--- config.mk ---
export PLATFORM = sky130hd
export DESIGN_NAME = linear_scan_register_allocator_top
export DESIGN_NICKNAME = d
export VERILOG_FILES = /design/src/rtl/core/lsra_pkg.sv /design/src/rtl/core/lsra_ram.sv /design/src/rtl/core/lsra_ctrl.sv /design/src/rtl/core/linear_scan_register_allocator_top.sv
export SDC_FILE = /design/constraint.sdc
export NUM_CORES = 1
export LEC_CHECK = 0
export BUFFER_PORTS_ARGS = -buffer_cell sky130_fd_sc_hd__buf_2
export CORE_ASPECT_RATIO = 0.6
export CORE_UTILIZATION = 60
export CTS_BUF_LIST = sky130_fd_sc_hd__clkbuf_2
export CTS_CLUSTER_SIZE = 30
export DETAILED_ROUTE_END_ITERATION = 10
export GPL_ROUTABILITY_DRIVEN = 0
export PLACE_DENSITY = 0.81
export REMOVE_ABC_BUFFERS = 1
export SYNTH_ARGS = -nofsm -noshare
export SYNTH_HDL_FRONTEND = slang
export SYNTH_HIERARCHICAL = 1
export SYNTH_SLANG_ARGS = --single-unit
--- constraint.sdc ---
create_clock -name aclk -period 10.1 [get_ports aclk]
set_clock_uncertainty 0.15 [all_clocks]
set_input_delay 1.515 -clock aclk [delete_from_list [all_inputs] [get_ports aclk]]
set_output_delay 1.515 -clock aclk [all_outputs]
set_load 0.03 [all_outputs]
--- src/rtl/core/lsra_pkg.sv ---
package lsra_pkg;

    localparam int MAX_REGS_DEF = 16;
    localparam int NUM_REGS_W = 5;
    localparam int POS_W = 16;
    localparam int ID_W = 16;
    localparam int SLOT_W = 16;
    localparam int OUT_REG_W = 4;
    localparam logic [NUM_REGS_W-1:0] NUM_REGS_RST = 5'd16;
    localparam logic [SLOT_W-1:0] SLOT_MAX = 16'hFFFF;
    localparam int ENTRY_W = ID_W + POS_W;

    typedef struct packed {
        logic                 got_register;
        logic [OUT_REG_W-1:0] assigned_reg;
        logic [SLOT_W-1:0]    assigned_slot;
        logic                 evicted_valid;
        logic [ID_W-1:0]      evicted_id;
        logic [SLOT_W-1:0]    evicted_slot;
        logic                 slot_overflow;
    } lsra_result_t;

endpackage

--- src/rtl/core/lsra_ram.sv ---
module lsra_ram #(
    parameter int WIDTH = 32,
    parameter int DEPTH = 16,
    localparam int AW = (DEPTH > 1) ? $clog2(DEPTH) : 1
) (
    input  logic             aclk,
    input  logic             we,
    input  logic [AW-1:0]    waddr,
    input  logic [WIDTH-1:0] wdata,
    input  logic [AW-1:0]    raddr,
    output logic [WIDTH-1:0] rdata
);

    logic [WIDTH-1:0] mem [DEPTH];
    logic [WIDTH-1:0] rdata_reg;

    always_ff @(posedge aclk) begin
        if (we) begin
            mem[waddr] <= wdata;
        end
        rdata_reg <= mem[raddr];
    end

    assign rdata = rdata_reg;

endmodule

--- src/rtl/core/lsra_ctrl.sv ---
module lsra_ctrl
    import lsra_pkg::*;
#(
    parameter int MAX_REGS = MAX_REGS_DEF,
    localparam int IDX_W = (MAX_REGS > 1) ? $clog2(MAX_REGS) : 1,
    localparam int CMP_W = (IDX_W > NUM_REGS_W) ? IDX_W : NUM_REGS_W
) (
    input  logic                  aclk,
    input  logic                  aresetn,
    input  logic                  in_valid,
    output logic                  in_ready,
    input  logic                  in_first,
    input  logic [ID_W-1:0]       in_id,
    input  logic [POS_W-1:0]      in_start,
    input  logic [POS_W-1:0]      in_end,
    input  logic [NUM_REGS_W-1:0] num_regs,
    output logic                  ram_we,
    output logic [IDX_W-1:0]      ram_waddr,
    output logic [ENTRY_W-1:0]    ram_wdata,
    output logic [IDX_W-1:0]      ram_raddr,
    input  logic [ENTRY_W-1:0]    ram_rdata,
    input  logic                  res_ready,
    output logic                  res_valid,
    output lsra_result_t          res
);

    typedef enum logic [1:0] {
        ST_IDLE,
        ST_SCAN,
        ST_DRAIN,
        ST_FINISH
    } state_t;

    localparam logic [IDX_W-1:0] LAST_IDX = IDX_W'(MAX_REGS - 1);

    state_t              state_reg, state_next;
    logic [MAX_REGS-1:0] busy_reg, busy_next;
    logic [SLOT_W-1:0]   next_slot_reg, next_slot_next;
    logic [IDX_W-1:0]    rd_idx_reg, rd_idx_next;
    logic                cmp_valid_reg, cmp_valid_next;
    logic [IDX_W-1:0]    cmp_idx_reg, cmp_idx_next;
    logic                free_found_reg, free_found_next;
    logic [IDX_W-1:0]    free_idx_reg, free_idx_next;
    logic                vic_found_reg, vic_found_next;
    logic [IDX_W-1:0]    vic_idx_reg, vic_idx_next;
    logic [POS_W-1:0]    vic_end_reg, vic_end_next;
    logic [ID_W-1:0]     vic_owner_reg, vic_owner_next;
    logic [ID_W-1:0]     id_reg, id_next;
    logic [POS_W-1:0]    start_reg, start_next;
    logic [POS_W-1:0]    end_reg, end_next;

    logic [POS_W-1:0] entry_end;
    logic [ID_W-1:0]  entry_owner;
    logic             entry_busy;
    logic             entry_expire;
    logic             entry_live;
    logic             entry_elig;
    logic             do_evict;
    logic             need_slot;
    logic             fin_fire;

    assign entry_end    = ram_rdata[POS_W-1:0];
    assign entry_owner  = ram_rdata[ENTRY_W-1:POS_W];
    assign entry_busy   = busy_reg[cmp_idx_reg];
    assign entry_expire = entry_busy && (entry_end <= start_reg);
    assign entry_live   = entry_busy && !entry_expire;
    assign entry_elig   = CMP_W'(cmp_idx_reg) < CMP_W'(num_regs);

    assign do_evict  = !free_found_reg && vic_found_reg && (vic_end_reg > end_reg);
    assign need_slot = !free_found_reg;
    assign fin_fire  = (state_reg == ST_FINISH) && res_ready;

    assign in_ready  = (state_reg == ST_IDLE);
    assign ram_raddr = rd_idx_reg;
    assign ram_we    = fin_fire && (free_found_reg || do_evict);
    assign ram_waddr = free_found_reg ? free_idx_reg : vic_idx_reg;
    assign ram_wdata = {id_reg, end_reg};
    assign res_valid = fin_fire;

    always_comb begin
        res.got_register  = free_found_reg || do_evict;
        res.assigned_reg  = '0;
        res.assigned_slot = '0;
        res.evicted_valid = do_evict;
        res.evicted_id    = '0;
        res.evicted_slot  = '0;
        res.slot_overflow = need_slot && (next_slot_reg == SLOT_MAX);
        if (free_found_reg) begin
            res.assigned_reg = OUT_REG_W'(free_idx_reg);
        end else if (do_evict) begin
            res.assigned_reg = OUT_REG_W'(vic_idx_reg);
            res.evicted_id   = vic_owner_reg;
            res.evicted_slot = next_slot_reg;
        end else begin
            res.assigned_slot = next_slot_reg;
        end
    end

    always_comb begin
        state_next      = state_reg;
        busy_next       = busy_reg;
        next_slot_next  = next_slot_reg;
        rd_idx_next     = rd_idx_reg;
        cmp_valid_next  = 1'b0;
        cmp_idx_next    = rd_idx_reg;
        free_found_next = free_found_reg;
        free_idx_next   = free_idx_reg;
        vic_found_next  = vic_found_reg;
        vic_idx_next    = vic_idx_reg;
        vic_end_next    = vic_end_reg;
        vic_owner_next  = vic_owner_reg;
        id_next         = id_reg;
        start_next      = start_reg;
        end_next        = end_reg;

        if (cmp_valid_reg) begin
            if (entry_expire) begin
                busy_next[cmp_idx_reg] = 1'b0;
            end
            if (entry_elig && !entry_live && !free_found_reg) begin
                free_found_next = 1'b1;
                free_idx_next   = cmp_idx_reg;
            end
            if (entry_elig && entry_live && (!vic_found_reg || entry_end > vic_end_reg)) begin
                vic_found_next = 1'b1;
                vic_idx_next   = cmp_idx_reg;
                vic_end_next   = entry_end;
                vic_owner_next = entry_owner;
            end
        end

        case (state_reg)
            ST_IDLE: begin
                if (in_valid) begin
                    id_next         = in_id;
                    start_next      = in_start;
                    end_next        = in_end;
                    rd_idx_next     = '0;
                    free_found_next = 1'b0;
                    vic_found_next  = 1'b0;
                    if (in_first) begin
                        busy_next      = '0;
                        next_slot_next = '0;
                    end
                    state_next = ST_SCAN;
                end
            end
            ST_SCAN: begin
                cmp_valid_next = 1'b1;
                rd_idx_next    = rd_idx_reg + 1'b1;
                if (rd_idx_reg == LAST_IDX) begin
                    rd_idx_next = '0;
                    state_next  = ST_DRAIN;
                end
            end
            ST_DRAIN: begin
                state_next = ST_FINISH;
            end
            ST_FINISH: begin
                if (res_ready) begin
                    if (free_found_reg) begin
                        busy_next[free_idx_reg] = 1'b1;
                    end
                    if (need_slot && next_slot_reg != SLOT_MAX) begin
                        next_slot_next = next_slot_reg + 1'b1;
                    end
                    state_next = ST_IDLE;
                end
            end
            default: begin
                state_next = ST_IDLE;
            end
        endcase
    end

    always_ff @(posedge aclk) begin
        if (!aresetn) begin
            state_reg     <= ST_IDLE;
            busy_reg      <= '0;
            next_slot_reg <= '0;
            rd_idx_reg    <= '0;
            cmp_valid_reg <= 1'b0;
        end else begin
            state_reg     <= state_next;
            busy_reg      <= busy_next;
            next_slot_reg <= next_slot_next;
            rd_idx_reg    <= rd_idx_next;
            cmp_valid_reg <= cmp_valid_next;
        end
        cmp_idx_reg    <= cmp_idx_next;
        free_found_reg <= free_found_next;
        free_idx_reg   <= free_idx_next;
        vic_found_reg  <= vic_found_next;
        vic_idx_reg    <= vic_idx_next;
        vic_end_reg    <= vic_end_next;
        vic_owner_reg  <= vic_owner_next;
        id_reg         <= id_next;
        start_reg      <= start_next;
        end_reg        <= end_next;
    end

endmodule

--- src/rtl/core/linear_scan_register_allocator_top.sv ---
// m_tvalid is registered after the entry scan, which reads one entry per cycle, and the drain and finish states.
// s_tready is high only while the controller is idle, so each interval's entry scan ends before the next is taken.
// The next input transfer is taken while a finished result still waits on the output side.
// Reset (aresetn low, synchronous) clears busy flags, slot counter and the output valid,
// and sets num_regs to 16. Register end and owner storage is not cleared.
module linear_scan_register_allocator_top
    import lsra_pkg::*;
#(
    parameter int MAX_REGS = MAX_REGS_DEF,
    localparam int IDX_W = (MAX_REGS > 1) ? $clog2(MAX_REGS) : 1
) (
    input  logic                  aclk,
    input  logic                  aresetn,
    input  logic                  s_tvalid,
    output logic                  s_tready,
    // interval_id, interval_start, interval_end
    input  logic [47:0]           s_tdata,
    // first_of_set
    input  logic                  s_tuser,
    output logic                  m_tvalid,
    input  logic                  m_tready,
    // assigned_reg, assigned_slot, evicted_id, evicted_slot, zero pad
    output logic [55:0]           m_tdata,
    // got_register, evicted_valid, slot_overflow
    output logic [2:0]            m_tuser,
    input  logic                  cfg_we,
    input  logic [NUM_REGS_W-1:0] cfg_wdata
);

    logic [NUM_REGS_W-1:0] num_regs_reg;
    logic                  m_valid_reg;
    lsra_result_t          out_reg;

    logic                  res_valid;
    logic                  res_ready;
    lsra_result_t          res;
    logic                  ram_we;
    logic [IDX_W-1:0]      ram_waddr;
    logic [ENTRY_W-1:0]    ram_wdata;
    logic [IDX_W-1:0]      ram_raddr;
    logic [ENTRY_W-1:0]    ram_rdata;

    assign res_ready = !m_valid_reg || m_tready;

    lsra_ctrl #(
        .MAX_REGS(MAX_REGS)
    ) u_ctrl (
        .aclk      (aclk),
        .aresetn   (aresetn),
        .in_valid  (s_tvalid),
        .in_ready  (s_tready),
        .in_first  (s_tuser),
        .in_id     (s_tdata[15:0]),
        .in_start  (s_tdata[31:16]),
        .in_end    (s_tdata[47:32]),
        .num_regs  (num_regs_reg),
        .ram_we    (ram_we),
        .ram_waddr (ram_waddr),
        .ram_wdata (ram_wdata),
        .ram_raddr (ram_raddr),
        .ram_rdata (ram_rdata),
        .res_ready (res_ready),
        .res_valid (res_valid),
        .res       (res)
    );

    lsra_ram #(
        .WIDTH(ENTRY_W),
        .DEPTH(MAX_REGS)
    ) u_entry_ram (
        .aclk  (aclk),
        .we    (ram_we),
        .waddr (ram_waddr),
        .wdata (ram_wdata),
        .raddr (ram_raddr),
        .rdata (ram_rdata)
    );

    always_ff @(posedge aclk) begin
        if (!aresetn) begin
            num_regs_reg <= NUM_REGS_RST;
            m_valid_reg  <= 1'b0;
        end else begin
            if (cfg_we) begin
                num_regs_reg <= cfg_wdata;
            end
            if (res_valid) begin
                m_valid_reg <= 1'b1;
            end else if (m_tready) begin
                m_valid_reg <= 1'b0;
            end
        end
        if (res_valid) begin
            out_reg <= res;
        end
    end

    assign m_tvalid = m_valid_reg;
    assign m_tdata  = {4'b0000, out_reg.evicted_slot, out_reg.evicted_id,
                       out_reg.assigned_slot, out_reg.assigned_reg};
    assign m_tuser  = {out_reg.slot_overflow, out_reg.evicted_valid, out_reg.got_register};

endmodule

==> metrics <==
residual DRC count 0; net count of the finished layout 1897; Leakage between 10 and 15 nW; number of rows created at floorplan 61; Worst slew margin 12.4%; Yosys Warn Count 6; CTS clock-pin slew for the worst setup and hold paths 0.12 ns; max-cap violations 0; crit share post-route 54.4%; Via-to-Cell Ratio 6.17; worst-margin pin slew ~1.3 ns; initial DRC count 1855; number of buffers created by CTS 159; Core Area 46600 µm²; Post-Layout Cell Count 2545; Setup crit end u_entry_ram/mem[4][12]$_DFFE_PP_; Yosys top cell area share approximately 70%; area enclosed by the die boundary 48500 µm²; cell count after synthesis 1543; antenna-violating nets left 0; reg2reg path depth 10; floorplan die width 284 µm; maximum frequency from static timing analysis 0.182 GHz; type of the setup path with the least slack flip-flop to flip-flop; total number of clock tree sinks 738; critical path endpoint category flip-flop; wirelength, routed between 60 and 70 mm; share of layout cells above drive strength 1 30.5%; detailed placement HPWL 35.7 mm; Critical R2R Launch u_ctrl/end_reg[14]$_DFFE_PP_; post-synthesis sequential area ratio 74.7%; switching power summed over all nets between 1.5 and 2 mW; sequential group share of total power 58.6%; power per unit of standard cell area 208 nW/µm²; number of enable flip-flop cells after synthesis 655; Worst-Skew Late Latency 1.13 ns; total congestion overflow after global routing 0; status finished, final reports clean; launch point of the worst path u_ctrl/end_reg[14]$_DFFE_PP_; Post-CTS Resized 0; Crit Reg-Reg Endpoint u_entry_ram/mem[4][12]$_DFFE_PP_; cell taking the most area after synthesis sky130_fd_sc_hd__edfxtp_1; synthesis-to-finish area growth 10.1%; asr flop ratio synth 0%; VDD IR-drop max 0.000165 V; instance count on the critical path 10; height of the die 171 µm; wire length of the first global-routing pass 93.6 mm; highest-count cells in the layout ignoring fill and taps sky130_fd_sc_hd__edfxtp_1 (655), sky130_fd_sc_hd__clkbuf_2 (251), sky130_fd_sc_hd__mux4_2 (132); most common cell after layout, fill and taps aside sky130_fd_sc_hd__edfxtp_1; Finish-stage setup viols 0; clock share of power 28.5%; shortest period the worst path allows 5.49 ns; biggest fanout along the worst timing path 23; total setup buffers inserted after CTS 0; TritonCTS clock tree yes; number of cells after detailed placement between 2000 and 2500; Crit path arrival time between 6 and 7 ns; number of buffers inserted by port buffering 115; share of power burned in combinational logic 12.9%; Longest Clk Path Bufs 3; end-of-flow core utilization 67.4%; via count of the first global-routing pass 15848; CTS H-tree lvls 4; switching fraction of total power 28.0%; synthesized flop and latch total ~740; Initial Util around three fifths; routed via count 15701; Crit path buffers/inverters 2; routed length on met3 6.81 mm; most used flip-flop cell after synthesis sky130_fd_sc_hd__edfxtp_1; detailed-route wire length per cell 24.5 µm; distinct cell type count after synthesis 60; met1 wire length 26.0 mm; largest cells by area after synthesis sky130_fd_sc_hd__edfxtp_1 (69%), sky130_fd_sc_hd__mux4_2 (10%), sky130_fd_sc_hd__dfxtp_1 (5.8%); Cell Area, Synth ~29000 µm²; crit-path cells inv_1, ha_1, nand3_2, or4_4, a21o_1, a31o_2, a21boi_0, nand3b_1, nor3_2, buf_4; Hold-fix buffers, CTS 0; Tot GR Track Use 26.3%; initial antenna violation count 1; WP data required 10.66 ns; standard cell with the maximum stage delay on the critical path sky130_fd_sc_hd__nor3_2; I/O pin count 120; synthesized area divided by synthesized cell count approximately 19 µm²; maximum number of pins on one net before global-route repair 90; unrepaired setup endpoints after global routing no; top layer in use met4; type of origin of the critical path flip-flop; max incr delay on CP 0.95 ns; register-to-register setup slack 4.61 ns; kind of cell adding the most delay to the critical path simple AND/OR/NAND/NOR gates; setup_tns 0 ns; final hold viol count 0; max-slew violation count 0; fin area approximately 31000 µm²; internal power contribution 4.70 mW; met2 wire length 28.3 mm; post-place instance area 29900 µm²; worst hold-check path type flip-flop to flip-flop; cell at the root of the clock tree sky130_fd_sc_hd__clkbuf_2; total iterations of the first detailed-routing run 5; max FFs per register about 510
==> metal layers <==
| layer | global-route usage, % | up-vias |
|---|---|---|
| li1 | - | 6752 |
| met1 | 38.5 | 7919 |
| met2 | 39.5 | 928 |
| met3 | 6.51 | 102 |
| met4 | 8.16 | 0 |
| met5 | 0 | - |
==> how the worst min path moves through the flow <==
stage	end	startpoint	slack, ns	depth (start not counted)
final	u_ctrl/vic_owner_reg[15]$_DFFE_PP_	u_entry_ram/rdata[31]$_DFF_P_	0.21	0
after global routing	u_ctrl/vic_owner_reg[15]$_DFFE_PP_	u_entry_ram/rdata[31]$_DFF_P_	0.24	0
after CTS	u_ctrl/vic_owner_reg[15]$_DFFE_PP_	u_entry_ram/rdata[31]$_DFF_P_	0.21	0
after detailed placement	u_ctrl/vic_owner_reg[7]$_DFFE_PP_	u_entry_ram/rdata[23]$_DFF_P_	0.24	0
after floorplan	u_ctrl/vic_owner_reg[0]$_DFFE_PP_	u_entry_ram/rdata[16]$_DFF_P_	0.24	0
after global placement	u_ctrl/vic_owner_reg[8]$_DFFE_PP_	u_entry_ram/rdata[24]$_DFF_P_	0.24	0
==> power groups by stage <==
stage / Clock (mW) / Sequential, mW / Combinational, mW
2_1_floorplan: 0 / 3.90 / 0.590
3_3_place_gp: 0 / 3.88 / 0.809
3_5_place_dp: 0 / 3.90 / 0.836
4_1_cts: 1.90 / 3.83 / 0.839
5_1_grt: 2.05 / 3.86 / 0.903
6_report: 1.86 / 3.83 / 0.841
==> area by class of cell <==
class / instances / area (µm²)
Inverter: 62 / 233
Fill cell: 3046 / 15200
Sequential cell: 738 / 21300
Tap cell: 630 / 788
Clock inverter: 42 / 256
Timing Repair Buffer: 140 / 776
Antenna cell: 2 / 5.00
Clock buffer: 251 / 1260
Multi-Input combinational cell: 680 / 6790
==> cell usage after synthesis, drive strengths merged (16+ instances only) <==
cell,n
a22oi,64
nor3,23
mux2i,16
buf,38
inv,62
dfxtp,83
and3,20
a21oi,52
o21ai,17
edfxtp,655
nor2,43
nand2,68
nand3,20
mux4,132
and2,35
ha,57
clkbuf,28
==> kinds of logic after synthesis <==
| kind of cell | count (synthesis) | share of synthesized area [%] |
|---|---|---|
| AO/OA/AOI/OAI | 187 | 4.48 |
| adder cells (fa/ha/maj) | 57 | 2.50 |
| flip-flops | 738 | 74.7 |
| other | 1 | 0.0131 |
| multiplexers | 152 | 11.1 |
| AND/OR/NAND/NOR | 280 | 5.15 |
| buffers and inverters | 128 | 2.02 |
==> metrics by stage <==
stage,total power [mW],hold slack (ns),worst slack (ns)
2_1_floorplan,4.49,0.236,2.11
3_3_place_gp,4.69,0.237,4.81
3_5_place_dp,4.74,0.239,4.62
4_1_cts,6.57,0.211,4.59
5_1_grt,6.82,0.236,4.18
6_report,6.53,0.213,4.61
Power figures use the tool's default switching activity.
